## config.mk

```make
export PLATFORM = sky130hd
export DESIGN_NAME = mandelbrot_escape_color
export DESIGN_NICKNAME = d
export VERILOG_FILES = /design/src/rtl/core/mec_pkg.sv /design/src/rtl/core/mandelbrot_escape_color.sv /design/src/rtl/core/mec_mul.sv /design/src/rtl/core/mec_div.sv
export SDC_FILE = /design/constraint.sdc
export NUM_CORES = 2
export LEC_CHECK = 0
export BUFFER_PORTS_ARGS = -buffer_cell sky130_fd_sc_hd__buf_2
export CORE_ASPECT_RATIO = 0.7
export CORE_MARGIN = 2
export CORE_UTILIZATION = 44
export CTS_CLUSTER_DIAMETER = 50
export DETAILED_ROUTE_END_ITERATION = 7
export PLACE_DENSITY = 0.57
export SKIP_CTS_REPAIR_TIMING = 1
export SLEW_MARGIN = 20
export SYNTH_ARGS = -nofsm -noshare
export SYNTH_HDL_FRONTEND = slang
export SYNTH_HIERARCHICAL = 1
export SYNTH_SLANG_ARGS = --single-unit
```

## constraint.sdc

```tcl
create_clock -name clock -period 17.4 [get_ports clock]
set_input_delay 0.87 -clock clock [delete_from_list [all_inputs] [get_ports clock]]
set_output_delay 0.87 -clock clock [all_outputs]
set_load 0.005 [all_outputs]
```

## src/rtl/core/mec_pkg.sv

```systemverilog
// ----------------------------------------------------------------------------
// mec_pkg
// Shared types and constants of the escape-time color unit.
// ----------------------------------------------------------------------------
`default_nettype none

package mec_pkg;

   localparam int LIMB_W       = 32;
   localparam int CNT_W        = 16;
   localparam int COLOR_W      = 8;
   localparam int DIV_DEN_W    = 3 * CNT_W;
   localparam int DIV_NUM_W    = DIV_DEN_W + COLOR_W;
   localparam int ESC_BOUND    = 5;
   localparam int ESC_BOUND_SQ = 25;
   localparam logic [CNT_W-1:0] MAX_ITER_RESET = CNT_W'(35);

   typedef enum logic [6:0] {
      ST_IDLE     = 7'b0000001,
      ST_MUL_GO   = 7'b0000010,
      ST_MUL_WAIT = 7'b0000100,
      ST_UPDATE   = 7'b0001000,
      ST_DIV_GO   = 7'b0010000,
      ST_DIV_WAIT = 7'b0100000,
      ST_FINISH   = 7'b1000000
   } state_type;

   typedef enum logic [2:0] {
      OP_XY,
      OP_XX,
      OP_YY,
      OP_JJ,
      OP_JJJ,
      OP_NN,
      OP_NNN
   } mul_op_type;

   typedef enum logic [1:0] {
      SEL_BLUE,
      SEL_GREEN,
      SEL_RED
   } color_sel_type;

endpackage

`default_nettype wire

```

## src/rtl/core/mandelbrot_escape_color.sv

```systemverilog
// ----------------------------------------------------------------------------
// mandelbrot_escape_color
// Escape-time iteration of z = z*z + c with integer color mapping.
// ----------------------------------------------------------------------------
// One point at a time: req_ready is high only while the unit is idle, and the
// finished beat sits in an output register so the next point can be taken
// while it waits. All multiplies run on one shared iterative multiplier
// (32x32 limbs) and all divides on one bit-serial divider. Two limbs are
// used when there are more than 29 fraction bits, else one. Each iteration
// multiplies out the cross product, then the two squares. An escaped point
// then runs four more multiplies and three 8-step divides for the colors.
// ----------------------------------------------------------------------------
`default_nettype none

module mandelbrot_escape_color
   import mec_pkg::*;
#(
   parameter int COORD_WIDTH     = 36,
   parameter int COORD_FRAC_BITS = 32
) (
   input  logic                          clock,
   input  logic                          reset,
   input  logic                          csr_write_enable,
   input  logic [CNT_W-1:0]              csr_write_data,
   input  logic                          req_valid,
   output logic                          req_ready,
   input  logic signed [COORD_WIDTH-1:0] req_c_real,
   input  logic signed [COORD_WIDTH-1:0] req_c_imag,
   output logic                          rsp_valid,
   input  logic                          rsp_ready,
   output logic                          rsp_escaped,
   output logic [CNT_W-1:0]              rsp_escape_count,
   output logic [COLOR_W-1:0]            rsp_red,
   output logic [COLOR_W-1:0]            rsp_green,
   output logic [COLOR_W-1:0]            rsp_blue
);

   localparam int W     = COORD_WIDTH;
   localparam int F     = COORD_FRAC_BITS;
   localparam int ZW    = F + 4;
   localparam int MAG_W = F + 3;
   localparam int LIMBS = (MAG_W + LIMB_W - 1) / LIMB_W;
   localparam int MW    = LIMBS * LIMB_W;
   localparam int PW    = 2 * MW;
   localparam int SQ_W  = 2 * F + 5;
   localparam int AW    = ((2 * F + 7 > W + F) ? 2 * F + 7 : W + F) + 2;
   localparam int NW    = AW - F;

   localparam logic signed [NW-1:0] BOUND_POS = NW'(ESC_BOUND) << F;
   localparam logic signed [NW-1:0] BOUND_NEG = -BOUND_POS;
   localparam logic [SQ_W:0]        SQ_LIMIT  = (SQ_W + 1)'(ESC_BOUND_SQ) << (2 * F);

   state_type      state_ff, state_in;
   mul_op_type     op_ff, op_in;
   color_sel_type  sel_ff, sel_in;
   logic [CNT_W-1:0] max_iter_ff;

   logic signed [W-1:0]  cr_ff, cr_in, ci_ff, ci_in;
   logic signed [ZW-1:0] zx_ff, zx_in, zy_ff, zy_in;
   logic [SQ_W-1:0]      sx_ff, sx_in, sy_ff, sy_in;
   logic [CNT_W-1:0]     j_ff, j_in;
   logic                 esc_ff, esc_in;
   logic [2*CNT_W-1:0]   jsq_ff, jsq_in, nsq_ff, nsq_in;
   logic [3*CNT_W-1:0]   jcu_ff, jcu_in, ncu_ff, ncu_in;
   logic [COLOR_W-1:0]   red_ff, red_in, green_ff, green_in, blue_ff, blue_in;

   logic                 rsp_valid_ff, rsp_valid_in;
   logic                 rsp_escaped_ff;
   logic [CNT_W-1:0]     rsp_count_ff;
   logic [COLOR_W-1:0]   rsp_red_ff, rsp_green_ff, rsp_blue_ff;
   logic                 load_rsp;

   logic                 mul_start, mul_done;
   logic [MW-1:0]        mul_a, mul_b;
   logic [PW-1:0]        mul_prod;
   logic                 div_start, div_done;
   logic [DIV_NUM_W-1:0] div_num;
   logic [DIV_DEN_W-1:0] div_den;
   logic [3*CNT_W-1:0]   div_x;
   logic [COLOR_W-1:0]   div_quo;

   logic [ZW-1:0]          zx_mag, zy_mag;
   logic [SQ_W-1:0]        p_mag;
   logic signed [AW-1:0]   two_p, cr_sh, ci_sh, rx, ry;
   logic signed [NW-1:0]   nx, ny;
   logic                   bound_hit;
   logic [SQ_W:0]          sq_sum;

   mec_mul #(
      .LIMBS (LIMBS)
   ) u_mul (
      .clock (clock),
      .reset (reset),
      .start (mul_start),
      .a     (mul_a),
      .b     (mul_b),
      .prod  (mul_prod),
      .done  (mul_done)
   );

   mec_div u_div (
      .clock (clock),
      .reset (reset),
      .start (div_start),
      .num   (div_num),
      .den   (div_den),
      .quo   (div_quo),
      .done  (div_done)
   );

   assign zx_mag = zx_ff[ZW-1] ? (~zx_ff + 1'b1) : zx_ff;
   assign zy_mag = zy_ff[ZW-1] ? (~zy_ff + 1'b1) : zy_ff;

   always_comb begin
      case (op_ff)
         OP_XY:   begin mul_a = MW'(zx_mag[ZW-2:0]); mul_b = MW'(zy_mag[ZW-2:0]); end
         OP_XX:   begin mul_a = MW'(zx_mag[ZW-2:0]); mul_b = MW'(zx_mag[ZW-2:0]); end
         OP_YY:   begin mul_a = MW'(zy_mag[ZW-2:0]); mul_b = MW'(zy_mag[ZW-2:0]); end
         OP_JJ:   begin mul_a = MW'(j_ff);           mul_b = MW'(j_ff);           end
         OP_JJJ:  begin mul_a = MW'(jsq_ff);         mul_b = MW'(j_ff);           end
         OP_NN:   begin mul_a = MW'(max_iter_ff);    mul_b = MW'(max_iter_ff);    end
         OP_NNN:  begin mul_a = MW'(nsq_ff);         mul_b = MW'(max_iter_ff);    end
         default: begin mul_a = '0;                  mul_b = '0;                  end
      endcase
   end

   assign mul_start = (state_ff == ST_MUL_GO);
   assign div_start = (state_ff == ST_DIV_GO);

   always_comb begin
      case (sel_ff)
         SEL_BLUE:  begin div_x = DIV_DEN_W'(j_ff);   div_den = DIV_DEN_W'(max_iter_ff); end
         SEL_GREEN: begin div_x = DIV_DEN_W'(jsq_ff); div_den = DIV_DEN_W'(nsq_ff);      end
         SEL_RED:   begin div_x = jcu_ff;             div_den = ncu_ff;                  end
         default:   begin div_x = '0;                 div_den = '0;                      end
      endcase
   end

   // 255*x as (x << 8) - x
   assign div_num = (DIV_NUM_W'(div_x) << COLOR_W) - DIV_NUM_W'(div_x);

   // z update: cross product from the multiplier, squares from the last test
   assign p_mag     = mul_prod[SQ_W-1:0];
   assign two_p     = (zx_ff[ZW-1] ^ zy_ff[ZW-1]) ? -AW'({p_mag, 1'b0}) : AW'({p_mag, 1'b0});
   assign cr_sh     = AW'(cr_ff) <<< F;
   assign ci_sh     = AW'(ci_ff) <<< F;
   assign rx        = AW'(sx_ff) - AW'(sy_ff) + cr_sh;
   assign ry        = two_p + ci_sh;
   assign nx        = rx[AW-1:F];
   assign ny        = ry[AW-1:F];
   assign bound_hit = (nx > BOUND_POS) || (nx < BOUND_NEG) ||
                      (ny > BOUND_POS) || (ny < BOUND_NEG);
   assign sq_sum    = (SQ_W + 1)'(sx_ff) + (SQ_W + 1)'(mul_prod[SQ_W-1:0]);

   always_comb begin
      state_in = state_ff;
      op_in    = op_ff;
      sel_in   = sel_ff;
      cr_in    = cr_ff;
      ci_in    = ci_ff;
      zx_in    = zx_ff;
      zy_in    = zy_ff;
      sx_in    = sx_ff;
      sy_in    = sy_ff;
      j_in     = j_ff;
      esc_in   = esc_ff;
      jsq_in   = jsq_ff;
      jcu_in   = jcu_ff;
      nsq_in   = nsq_ff;
      ncu_in   = ncu_ff;
      red_in   = red_ff;
      green_in = green_ff;
      blue_in  = blue_ff;

      unique case (state_ff)
         ST_IDLE: begin
            if (req_valid) begin
               cr_in  = req_c_real;
               ci_in  = req_c_imag;
               zx_in  = '0;
               zy_in  = '0;
               sx_in  = '0;
               sy_in  = '0;
               j_in   = '0;
               esc_in = 1'b0;
               op_in  = OP_XY;
               state_in = (max_iter_ff == '0) ? ST_FINISH : ST_MUL_GO;
            end
         end
         ST_MUL_GO: begin
            state_in = ST_MUL_WAIT;
         end
         ST_MUL_WAIT: begin
            if (mul_done) begin
               state_in = ST_MUL_GO;
               case (op_ff)
                  OP_XY: begin
                     state_in = ST_UPDATE;
                  end
                  OP_XX: begin
                     sx_in = mul_prod[SQ_W-1:0];
                     op_in = OP_YY;
                  end
                  OP_YY: begin
                     sy_in = mul_prod[SQ_W-1:0];
                     if (sq_sum > SQ_LIMIT) begin
                        esc_in = 1'b1;
                        op_in  = OP_JJ;
                     end else if (j_ff == max_iter_ff - 1'b1) begin
                        state_in = ST_FINISH;
                     end else begin
                        j_in  = j_ff + 1'b1;
                        op_in = OP_XY;
                     end
                  end
                  OP_JJ: begin
                     jsq_in = mul_prod[2*CNT_W-1:0];
                     op_in  = OP_JJJ;
                  end
                  OP_JJJ: begin
                     jcu_in = mul_prod[3*CNT_W-1:0];
                     op_in  = OP_NN;
                  end
                  OP_NN: begin
                     nsq_in = mul_prod[2*CNT_W-1:0];
                     op_in  = OP_NNN;
                  end
                  OP_NNN: begin
                     ncu_in   = mul_prod[3*CNT_W-1:0];
                     sel_in   = SEL_BLUE;
                     state_in = ST_DIV_GO;
                  end
                  default: begin
                     state_in = ST_FINISH;
                  end
               endcase
            end
         end
         ST_UPDATE: begin
            state_in = ST_MUL_GO;
            if (bound_hit) begin
               esc_in = 1'b1;
               op_in  = OP_JJ;
            end else begin
               zx_in = nx[ZW-1:0];
               zy_in = ny[ZW-1:0];
               op_in = OP_XX;
            end
         end
         ST_DIV_GO: begin
            state_in = ST_DIV_WAIT;
         end
         ST_DIV_WAIT: begin
            if (div_done) begin
               case (sel_ff)
                  SEL_BLUE: begin
                     blue_in  = div_quo;
                     sel_in   = SEL_GREEN;
                     state_in = ST_DIV_GO;
                  end
                  SEL_GREEN: begin
                     green_in = div_quo;
                     sel_in   = SEL_RED;
                     state_in = ST_DIV_GO;
                  end
                  SEL_RED: begin
                     red_in   = div_quo;
                     state_in = ST_FINISH;
                  end
                  default: begin
                     state_in = ST_FINISH;
                  end
               endcase
            end
         end
         ST_FINISH: begin
            if (!rsp_valid_ff || rsp_ready) begin
               state_in = ST_IDLE;
            end
         end
         default: begin
            state_in = ST_IDLE;
         end
      endcase
   end

   assign load_rsp     = (state_ff == ST_FINISH) && (!rsp_valid_ff || rsp_ready);
   assign rsp_valid_in = load_rsp || (rsp_valid_ff && !rsp_ready);

   always_ff @(posedge clock) begin
      if (reset) begin
         state_ff     <= ST_IDLE;
         op_ff        <= OP_XY;
         sel_ff       <= SEL_BLUE;
         max_iter_ff  <= MAX_ITER_RESET;
         rsp_valid_ff <= 1'b0;
      end else begin
         state_ff     <= state_in;
         op_ff        <= op_in;
         sel_ff       <= sel_in;
         rsp_valid_ff <= rsp_valid_in;
         if (csr_write_enable) begin
            max_iter_ff <= csr_write_data;
         end
      end
   end

   always_ff @(posedge clock) begin
      cr_ff    <= cr_in;
      ci_ff    <= ci_in;
      zx_ff    <= zx_in;
      zy_ff    <= zy_in;
      sx_ff    <= sx_in;
      sy_ff    <= sy_in;
      j_ff     <= j_in;
      esc_ff   <= esc_in;
      jsq_ff   <= jsq_in;
      jcu_ff   <= jcu_in;
      nsq_ff   <= nsq_in;
      ncu_ff   <= ncu_in;
      red_ff   <= red_in;
      green_ff <= green_in;
      blue_ff  <= blue_in;
      if (load_rsp) begin
         rsp_escaped_ff <= esc_ff;
         rsp_count_ff   <= esc_ff ? j_ff     : '0;
         rsp_red_ff     <= esc_ff ? red_ff   : '0;
         rsp_green_ff   <= esc_ff ? green_ff : '0;
         rsp_blue_ff    <= esc_ff ? blue_ff  : '0;
      end
   end

   assign req_ready        = (state_ff == ST_IDLE);
   assign rsp_valid        = rsp_valid_ff;
   assign rsp_escaped      = rsp_escaped_ff;
   assign rsp_escape_count = rsp_count_ff;
   assign rsp_red          = rsp_red_ff;
   assign rsp_green        = rsp_green_ff;
   assign rsp_blue         = rsp_blue_ff;

   a_rsp_from_finish: assert property (@(posedge clock) disable iff (reset)
      $rose(rsp_valid_ff) |-> $past(state_ff == ST_FINISH))
      else $error("result beat raised outside finish");

   a_black_point: assert property (@(posedge clock) disable iff (reset)
      rsp_valid_ff && !rsp_escaped_ff |->
         rsp_count_ff == '0 && rsp_red_ff == '0 && rsp_green_ff == '0 && rsp_blue_ff == '0)
      else $error("bounded point with nonzero count or color");

   a_color_order: assert property (@(posedge clock) disable iff (reset)
      rsp_valid_ff && rsp_escaped_ff |->
         rsp_red_ff <= rsp_green_ff && rsp_green_ff <= rsp_blue_ff &&
         rsp_count_ff < max_iter_ff)
      else $error("escape colors out of order or count past limit");

   a_mul_done_wait: assert property (@(posedge clock) disable iff (reset)
      mul_done |-> state_ff == ST_MUL_WAIT)
      else $error("multiplier finished while sequencer not waiting");

   a_div_done_wait: assert property (@(posedge clock) disable iff (reset)
      div_done |-> state_ff == ST_DIV_WAIT)
      else $error("divider finished while sequencer not waiting");

endmodule

`default_nettype wire

```

## src/rtl/core/mec_mul.sv

```systemverilog
// ----------------------------------------------------------------------------
// mec_mul
// Iterative unsigned multiplier: one 32x32 limb product per cycle, registered,
// then shifted into a wide accumulator.
// ----------------------------------------------------------------------------
`default_nettype none

module mec_mul
   import mec_pkg::*;
#(
   parameter int LIMBS = 2
) (
   input  logic                          clock,
   input  logic                          reset,
   input  logic                          start,
   input  logic [LIMBS*LIMB_W-1:0]       a,
   input  logic [LIMBS*LIMB_W-1:0]       b,
   output logic [2*LIMBS*LIMB_W-1:0]     prod,
   output logic                          done
);

   localparam int MW    = LIMBS * LIMB_W;
   localparam int PW    = 2 * MW;
   localparam int PP_W  = 2 * LIMB_W;
   localparam int IDX_W = (LIMBS > 1) ? $clog2(LIMBS) : 1;
   localparam int SH_W  = $clog2(2 * LIMBS);

   logic [MW-1:0]     a_ff, a_in, b_ff, b_in;
   logic [IDX_W-1:0]  i_ff, i_in, k_ff, k_in;
   logic              issue_ff, issue_in;
   logic [PP_W-1:0]   pp_ff, pp_in;
   logic [SH_W-1:0]   ppsh_ff, ppsh_in;
   logic              pp_valid_ff, pp_valid_in;
   logic              pp_last_ff, pp_last_in;
   logic [PW-1:0]     acc_ff, acc_in;
   logic              done_ff, done_in;

   logic [MW-1:0]     a_sh, b_sh;
   logic [LIMB_W-1:0] a_limb, b_limb;
   logic              last;

   always_comb begin
      a_sh   = a_ff >> (LIMB_W * i_ff);
      b_sh   = b_ff >> (LIMB_W * k_ff);
      a_limb = a_sh[LIMB_W-1:0];
      b_limb = b_sh[LIMB_W-1:0];
      last   = (i_ff == IDX_W'(LIMBS - 1)) && (k_ff == IDX_W'(LIMBS - 1));

      a_in        = a_ff;
      b_in        = b_ff;
      i_in        = i_ff;
      k_in        = k_ff;
      issue_in    = issue_ff;
      pp_in       = pp_ff;
      ppsh_in     = ppsh_ff;
      pp_valid_in = 1'b0;
      pp_last_in  = 1'b0;
      acc_in      = acc_ff;
      done_in     = 1'b0;

      if (pp_valid_ff) begin
         acc_in  = acc_ff + (PW'(pp_ff) << (LIMB_W * ppsh_ff));
         done_in = pp_last_ff;
      end

      if (start) begin
         a_in     = a;
         b_in     = b;
         i_in     = '0;
         k_in     = '0;
         issue_in = 1'b1;
         acc_in   = '0;
      end else if (issue_ff) begin
         pp_in       = PP_W'(a_limb) * PP_W'(b_limb);
         ppsh_in     = SH_W'(i_ff) + SH_W'(k_ff);
         pp_valid_in = 1'b1;
         pp_last_in  = last;
         if (last) begin
            issue_in = 1'b0;
         end else if (k_ff == IDX_W'(LIMBS - 1)) begin
            k_in = '0;
            i_in = i_ff + 1'b1;
         end else begin
            k_in = k_ff + 1'b1;
         end
      end
   end

   always_ff @(posedge clock) begin
      if (reset) begin
         issue_ff    <= 1'b0;
         pp_valid_ff <= 1'b0;
         pp_last_ff  <= 1'b0;
         done_ff     <= 1'b0;
         i_ff        <= '0;
         k_ff        <= '0;
      end else begin
         issue_ff    <= issue_in;
         pp_valid_ff <= pp_valid_in;
         pp_last_ff  <= pp_last_in;
         done_ff     <= done_in;
         i_ff        <= i_in;
         k_ff        <= k_in;
      end
   end

   always_ff @(posedge clock) begin
      a_ff    <= a_in;
      b_ff    <= b_in;
      pp_ff   <= pp_in;
      ppsh_ff <= ppsh_in;
      acc_ff  <= acc_in;
   end

   assign prod = acc_ff;
   assign done = done_ff;

endmodule

`default_nettype wire

```

## src/rtl/core/mec_div.sv

```systemverilog
// ----------------------------------------------------------------------------
// mec_div
// Restoring divider for color scaling: one quotient bit per cycle, quotient
// known to stay below 256.
// ----------------------------------------------------------------------------
`default_nettype none

module mec_div
   import mec_pkg::*;
(
   input  logic                  clock,
   input  logic                  reset,
   input  logic                  start,
   input  logic [DIV_NUM_W-1:0]  num,
   input  logic [DIV_DEN_W-1:0]  den,
   output logic [COLOR_W-1:0]    quo,
   output logic                  done
);

   localparam int STEP_W = $clog2(COLOR_W);

   logic [DIV_NUM_W-1:0] rem_ff, rem_in, dsh_ff, dsh_in;
   logic [COLOR_W-1:0]   q_ff, q_in;
   logic [STEP_W-1:0]    step_ff, step_in;
   logic                 busy_ff, busy_in;
   logic                 done_ff, done_in;

   always_comb begin
      rem_in  = rem_ff;
      dsh_in  = dsh_ff;
      q_in    = q_ff;
      step_in = step_ff;
      busy_in = busy_ff;
      done_in = 1'b0;

      if (start) begin
         rem_in  = num;
         dsh_in  = DIV_NUM_W'(den) << (COLOR_W - 1);
         q_in    = '0;
         step_in = '0;
         busy_in = 1'b1;
      end else if (busy_ff) begin
         if (rem_ff >= dsh_ff) begin
            rem_in = rem_ff - dsh_ff;
            q_in   = {q_ff[COLOR_W-2:0], 1'b1};
         end else begin
            q_in   = {q_ff[COLOR_W-2:0], 1'b0};
         end
         dsh_in  = dsh_ff >> 1;
         step_in = step_ff + 1'b1;
         if (step_ff == STEP_W'(COLOR_W - 1)) begin
            busy_in = 1'b0;
            done_in = 1'b1;
         end
      end
   end

   always_ff @(posedge clock) begin
      if (reset) begin
         busy_ff <= 1'b0;
         done_ff <= 1'b0;
         step_ff <= '0;
      end else begin
         busy_ff <= busy_in;
         done_ff <= done_in;
         step_ff <= step_in;
      end
   end

   always_ff @(posedge clock) begin
      rem_ff <= rem_in;
      dsh_ff <= dsh_in;
      q_ff   <= q_in;
   end

   assign quo  = q_ff;
   assign done = done_ff;

endmodule

`default_nettype wire

```

## After elaboration in Yosys (flattened, before gate mapping)

Index checks and enable logic that the tools add are counted.

- Register bits after elaboration: 1005
- Bits in latches: 0
- RAM bits: 0
- ROM bits: 0
- Input port bits: 93
- Output and inout port bits: 43
- Word-level logic and storage cells: 227
- Memories kept: 0

- Add/subtract/negate cells: 16
- Multipliers: 1
- Div/mod/pow operators: 0
- Magnitude comparators: 6
- Equality and inequality tests: 32
- Shift-type cells: 3
- Muxes and demuxes: 68
- Bitwise gates (word level): 8
- Reductions and logical operators: 50

Operators by type and width:

| cell | number |
|---|---|
| 69-bit 2-to-1 mux | 5 |
| 48-bit case mux with 3 select lines | 2 |
| 69-bit case mux with 2 select lines | 2 |
| 35-bit case mux with 6 select lines | 1 |
| 56-bit 2-to-1 mux | 3 |
| 36-bit case mux with 2 select lines | 2 |
| 35-bit case mux with 4 select lines | 1 |
| 128-bit adder | 1 |
| 64-bit by 7-bit << shifter with 128-bit output | 1 |
| 64-bit by 6-bit right shift with 32-bit output | 2 |
| 55-bit 2-to-1 mux | 2 |
| 36-bit 2-to-1 mux | 3 |
| 16-bit 2-to-1 mux | 5 |
| 73-bit by 68-bit adder with 73-bit output | 1 |
| 73-bit 2-to-1 mux | 1 |
| 70-bit negation with 73-bit output | 1 |
| 70-bit by 68-bit adder with 71-bit output | 1 |
| 35-bit by 1-bit adder with 35-bit output (second input constant) | 2 |
| 69-bit by 69-bit adder with 70-bit output | 1 |
| 70-bit by 69-bit greater-than comparator with 1-bit output (second input constant) | 1 |
| 35-bit 2-to-1 mux | 2 |
| 35-bit NOT | 2 |
| 69-bit by 69-bit subtractor with 70-bit output | 1 |
| 32-bit by 32-bit multiplier with 64-bit output | 1 |
| 59 further kinds | 140 |

## Logic depth before layout (Yosys ltp)

- Depth in word-level cells: 8
- Depth in mapped cells: 36
- Depth with buffers taken out: 31

## Cells and area by module

The synthesis kept the hierarchy.

By module, submodules not included:

| module | instances | cells an instance | area each (um^2) | sequential area each (um^2) |
|---|---|---|---|---|
| mec_mul | 1 | 5884 | 52628.0 | 8508.2 |
| mandelbrot_escape_color | 1 | 4331 | 40415.0 | 16315.6 |
| mec_div | 1 | 936 | 8465.6 | 3523.4 |

## Worst setup path before layout

No wires, ideal clock.

- Path type: register to register
- From: register u_mul.acc_ff[1] (netlist: u_mul/prod[1])
- To: register zx_ff[0] (enable)
- Setup time: 517 ps
- Data arrival time: 8795 ps
- Required time: 16883 ps
- Setup slack: 8088 ps
- Stages on the path, launching flop included: 24
- Buffers on the path: 2
- Cells stage by stage: dfxtp_1 > nor4_1 > nand4_1 > nor4_1 > nand4_1 > or4_1 > or4_1 > clkbuf_1 > o21ai_0 > xnor2_1 > ha_1 > clkbuf_1 > a21o_1 > a21o_1 > a21o_1 > a221oi_1 > o21a_1 > o31ai_1 > a21boi_0 > xor2_1 > and3_1 > o2111ai_1 > a22o_1 > o21bai_1

- Cells in the longest elaborated chain, start to end: 8

Ends and longest elaborated chain:

| element | RTL line | RTL |
|---|---|---|
| start: declaration | mec_mul.sv:35 | `logic [PW-1:0] acc_ff, acc_in;` |
| start signal: assignment | mec_mul.sv:112 | `acc_ff <= acc_in;` |
| 70-bit negation with 73-bit output | mandelbrot_escape_color.sv:144 | `assign two_p = (zx_ff[ZW-1] ^ zy_ff[ZW-1]) ? -AW'({p_mag, 1'b0}) : AW'({p_mag, 1'b0});` |
| 73-bit 2-to-1 mux * | mandelbrot_escape_color.sv:144 |  |
| 73-bit by 68-bit adder with 73-bit output * | mandelbrot_escape_color.sv:148 | `assign ry = two_p + ci_sh;` |
| 41-bit by 36-bit greater-than comparator with 1-bit output | mandelbrot_escape_color.sv:152 | `(ny > BOUND_POS) \|\| (ny < BOUND_NEG);` |
| 1-bit logical OR | mandelbrot_escape_color.sv:151 | `assign bound_hit = (nx > BOUND_POS) \|\| (nx < BOUND_NEG) \|\|` |
| 1-bit logical OR * | mandelbrot_escape_color.sv:152 |  |
| 2-bit inequality test (no line) * | -- |  |
| 3-bit AND reduction (no line) * | -- |  |
| end signal: assignment | mandelbrot_escape_color.sv:311 | `zx_ff <= zx_in;` |
| end: declaration | mandelbrot_escape_color.sv:59 | `logic signed [ZW-1:0] zx_ff, zx_in, zy_ff, zy_in;` |

Mark *: on every way between the ends. The rest lies on a longest branch, timed or not.
A chain may end at the register's enable or synchronous reset.

## Worst setup path in the final report

- From: register u_mul.k_ff
- To: register u_mul.pp_ff[46] (data pin)

- Cells in the longest elaborated chain, start to end: 2

Ends and longest elaborated chain:

| element | RTL line | RTL |
|---|---|---|
| start: declaration | mec_mul.sv:29 | `logic [IDX_W-1:0] i_ff, i_in, k_ff, k_in;` |
| start signal: assignment | mec_mul.sv:103 | `k_ff <= k_in;` |
| 64-bit by 6-bit right shift with 32-bit output | mec_mul.sv:44 | `b_sh = b_ff >> (LIMB_W * k_ff);` |
| 32-bit by 32-bit multiplier with 64-bit output | mec_mul.sv:74 | `pp_in = PP_W'(a_limb) * PP_W'(b_limb);` |
| end signal: assignment | mec_mul.sv:110 | `pp_ff <= pp_in;` |
| end: declaration | mec_mul.sv:31 | `logic [PP_W-1:0] pp_ff, pp_in;` |

No other way between the ends.

==> flow_summary.toml <==
[global_routing]
grt_pass1_vias = 75300
grt-ovfl-total = 0
grt_max_degree = 100
grt_antenna_before_repair = 46
grt_pass1_wl_um = 539000
grt.total_usage_pct = 33.7

[timing]
finalCritPeriodShare_pct = 63.3
rsz0062_at_grt = "no"
final_max_slew_viol_count = 0
skew_ps = 90.2
worst_slew_pin_slew_ps = 1300
finalCriticalPeriod_ps = 11010
finalWorstSetupSlack_ps = 6390
hold_viol = 0
setup_violations = 0
max_freq_mhz = 90.9
slew_headroom_pct = 10.8
fin_tns_setup_ps = 0

[flow_run]
cap_violations = 0

[finish]
drive_gt1_share_pct = 7.07
fill_cells = 20500
final_cell_area_sq_um = 103000
area_delta_synth_final_pct = 8.45
nets = 11800

[setup_path]
cp.arrival_ps = 11390
slowest_stage = "a221oi_1"
reg2reg_slack_ps = 6390
critical-path-top-delay-family = "adder cells"
cp-end-kind = "flip-flop"
r2r-end = "u_mul/pp_ff[46]$_DFFE_PP_"
cp.buffers_inverters = 8
cp-start-kind = "flip-flop"
critPathMostFrequentCell = "fa_1"
max_stage_delay_ps = 740
rr_worst_depth = 29
path_class = "reg -> reg"
critPathRequiredTime_ps = 17790
r2r_start = "u_mul/k_ff$_SDFFE_PP0P_"
path_max_fanout = 44

[clock_network]
htree_levels = 3
cts-root-buf = "clkbuf_16"
clock_tree.buffer_depth = 3
clk_pin_slew_worst_paths_ps = 70
tritoncts = "yes"
cts-buffers-inserted = 109
insertion_delay_ps = 770
clkSinkCount = 946

[yosys]
synthCells = 10200
syn_avg_cell_area_sq_um = 9.28
ys_warn_count = 6
netlist_area_sq_um = 95000

[die]
start_util_pct = 44.3
ios = 136
rows = 142
die_h_um = 393
die_w_um = 559
core_sq_um = 214000
die-area_sq_um = 220000

[routing]
ant_nets = 0
routed_wl_um = 374000
drt-initial-drc-count = 10300
first_pass_iters = 8
dr_total_vias = 79500
drcViolationCount = 0
post_drt_wl_per_cell_um = 28.4
vias_per_cell = 6.03

[placement]
place_area_sq_um = 99100
dp_slack_ps = 6880
gp_congestion = 1.01
port_buffers = 135
dpl.hpwl_um = 305000

[worst_hold_path]
min_to = "cr_ff[11]$_DFFE_PP_"
holdPathStages = 1
hp-start = "req_c_real[11]"
hp-class = "in -> reg"

[outcome]
status = "complete, no violations"
## placed cells by master (no fill, tap or decap), drive strengths merged, types with 43 or more instances in the layout
| cell | instances |
|---|---|
| a211oi | 43 |
| a21o | 225 |
| a21oi | 589 |
| a22o | 50 |
| a31oi | 54 |
| and2 | 214 |
| and3 | 50 |
| buf | 306 |
| clkbuf | 138 |
| conb | 58 |
| dfxtp | 124 |
| edfxtp | 822 |
| fa | 901 |
| ha | 654 |
| inv | 1168 |
| mux2 | 75 |
| mux2i | 239 |
| nand2 | 1049 |
| nand2b | 53 |
| nand3 | 115 |
| nand4 | 155 |
| nor2 | 1162 |
| nor2b | 59 |
| nor3 | 141 |
| nor4 | 55 |
| o211ai | 58 |
| o21a | 70 |
| o21ai | 461 |
| o21bai | 71 |
| o31ai | 75 |
| or3 | 47 |
| xnor2 | 303 |
| xor2 | 179 |
## final cells by class
class	count	area [sq um]	area share, %
Antenna cell	14	35.0	0.0340
Clock buffer	138	2990	2.90
Clock inverter	69	837	0.813
Inverter	1148	4320	4.19
Multi-Input combinational cell	7682	62100	60.3
Sequential cell	946	27200	26.4
Tap cell	2880	3600	3.50
Timing Repair Buffer	306	1980	1.93
## routing by layer
layer	vias up	share of wire, %	track usage [%]
li1	34900	-	-
met1	39900	48	54.1
met2	4239	37	43.7
met3	406	13	10.0
met4	12	1.8	5.50
met5	-	0.037	0.132
## flip-flops by register name, summed over array words and instances (netlist names), 48 cells and up
| signal | count |
|---|---|
| sx_ff | 69 |
| sy_ff | 69 |
| u_mul/prod | 69 |
| u_mul/a_ff | 64 |
| u_mul/b_ff | 64 |
| u_mul/pp_ff | 64 |
| u_div/rem_ff | 56 |
| u_div/dsh_ff | 55 |
| jcu_ff | 48 |
| ncu_ff | 48 |
## worst register-to-register path, delay by kind of cell, from the launching register on
kind	cells	cell delay, ps
AND/OR/NAND/NOR	1	150
AO/OA/AOI/OAI	9	3410
flip-flops	1	570
multiplexers	1	340
adder cells (fa/ha/maj)	9	4440
XOR/XNOR	1	270
buffers and inverters	8	1480
## how the worst max path moves through the flow
stage,slack (ps),cells after the start,to,startpoint
floorplan,8090,23,zx_ff[0]$_SDFFCE_PP0P_,u_mul/prod[1]$_SDFFE_PP0P_
global placement,6980,29,u_mul/pp_ff[46]$_DFFE_PP_,u_mul/k_ff$_SDFFE_PP0P_
detailed placement,6880,30,u_mul/pp_ff[62]$_DFFE_PP_,u_mul/k_ff$_SDFFE_PP0P_
CTS,6800,30,u_mul/pp_ff[62]$_DFFE_PP_,u_mul/k_ff$_SDFFE_PP0P_
global route,6160,29,u_mul/pp_ff[46]$_DFFE_PP_,u_mul/k_ff$_SDFFE_PP0P_
finish,6390,29,u_mul/pp_ff[46]$_DFFE_PP_,u_mul/k_ff$_SDFFE_PP0P_
## through the flow
| step | utilization [%] | hold WS [ps] | cells |
|---|---|---|---|
| 6_report | 48.1 | 301 | 13200 |
| 5_1_grt | 48.1 | 268 | 13200 |
| 4_1_cts | 48.0 | 254 | 13200 |
| 3_5_place_dp | 46.3 | 469 | 13000 |
| 3_3_place_gp | 46.3 | 466 | 13000 |
| 2_1_floorplan | - | 438 | 10300 |
Power is left out: the tool's default activity adds up to more than one toggle a clock period on the data nets, which glitch-free logic cannot reach.
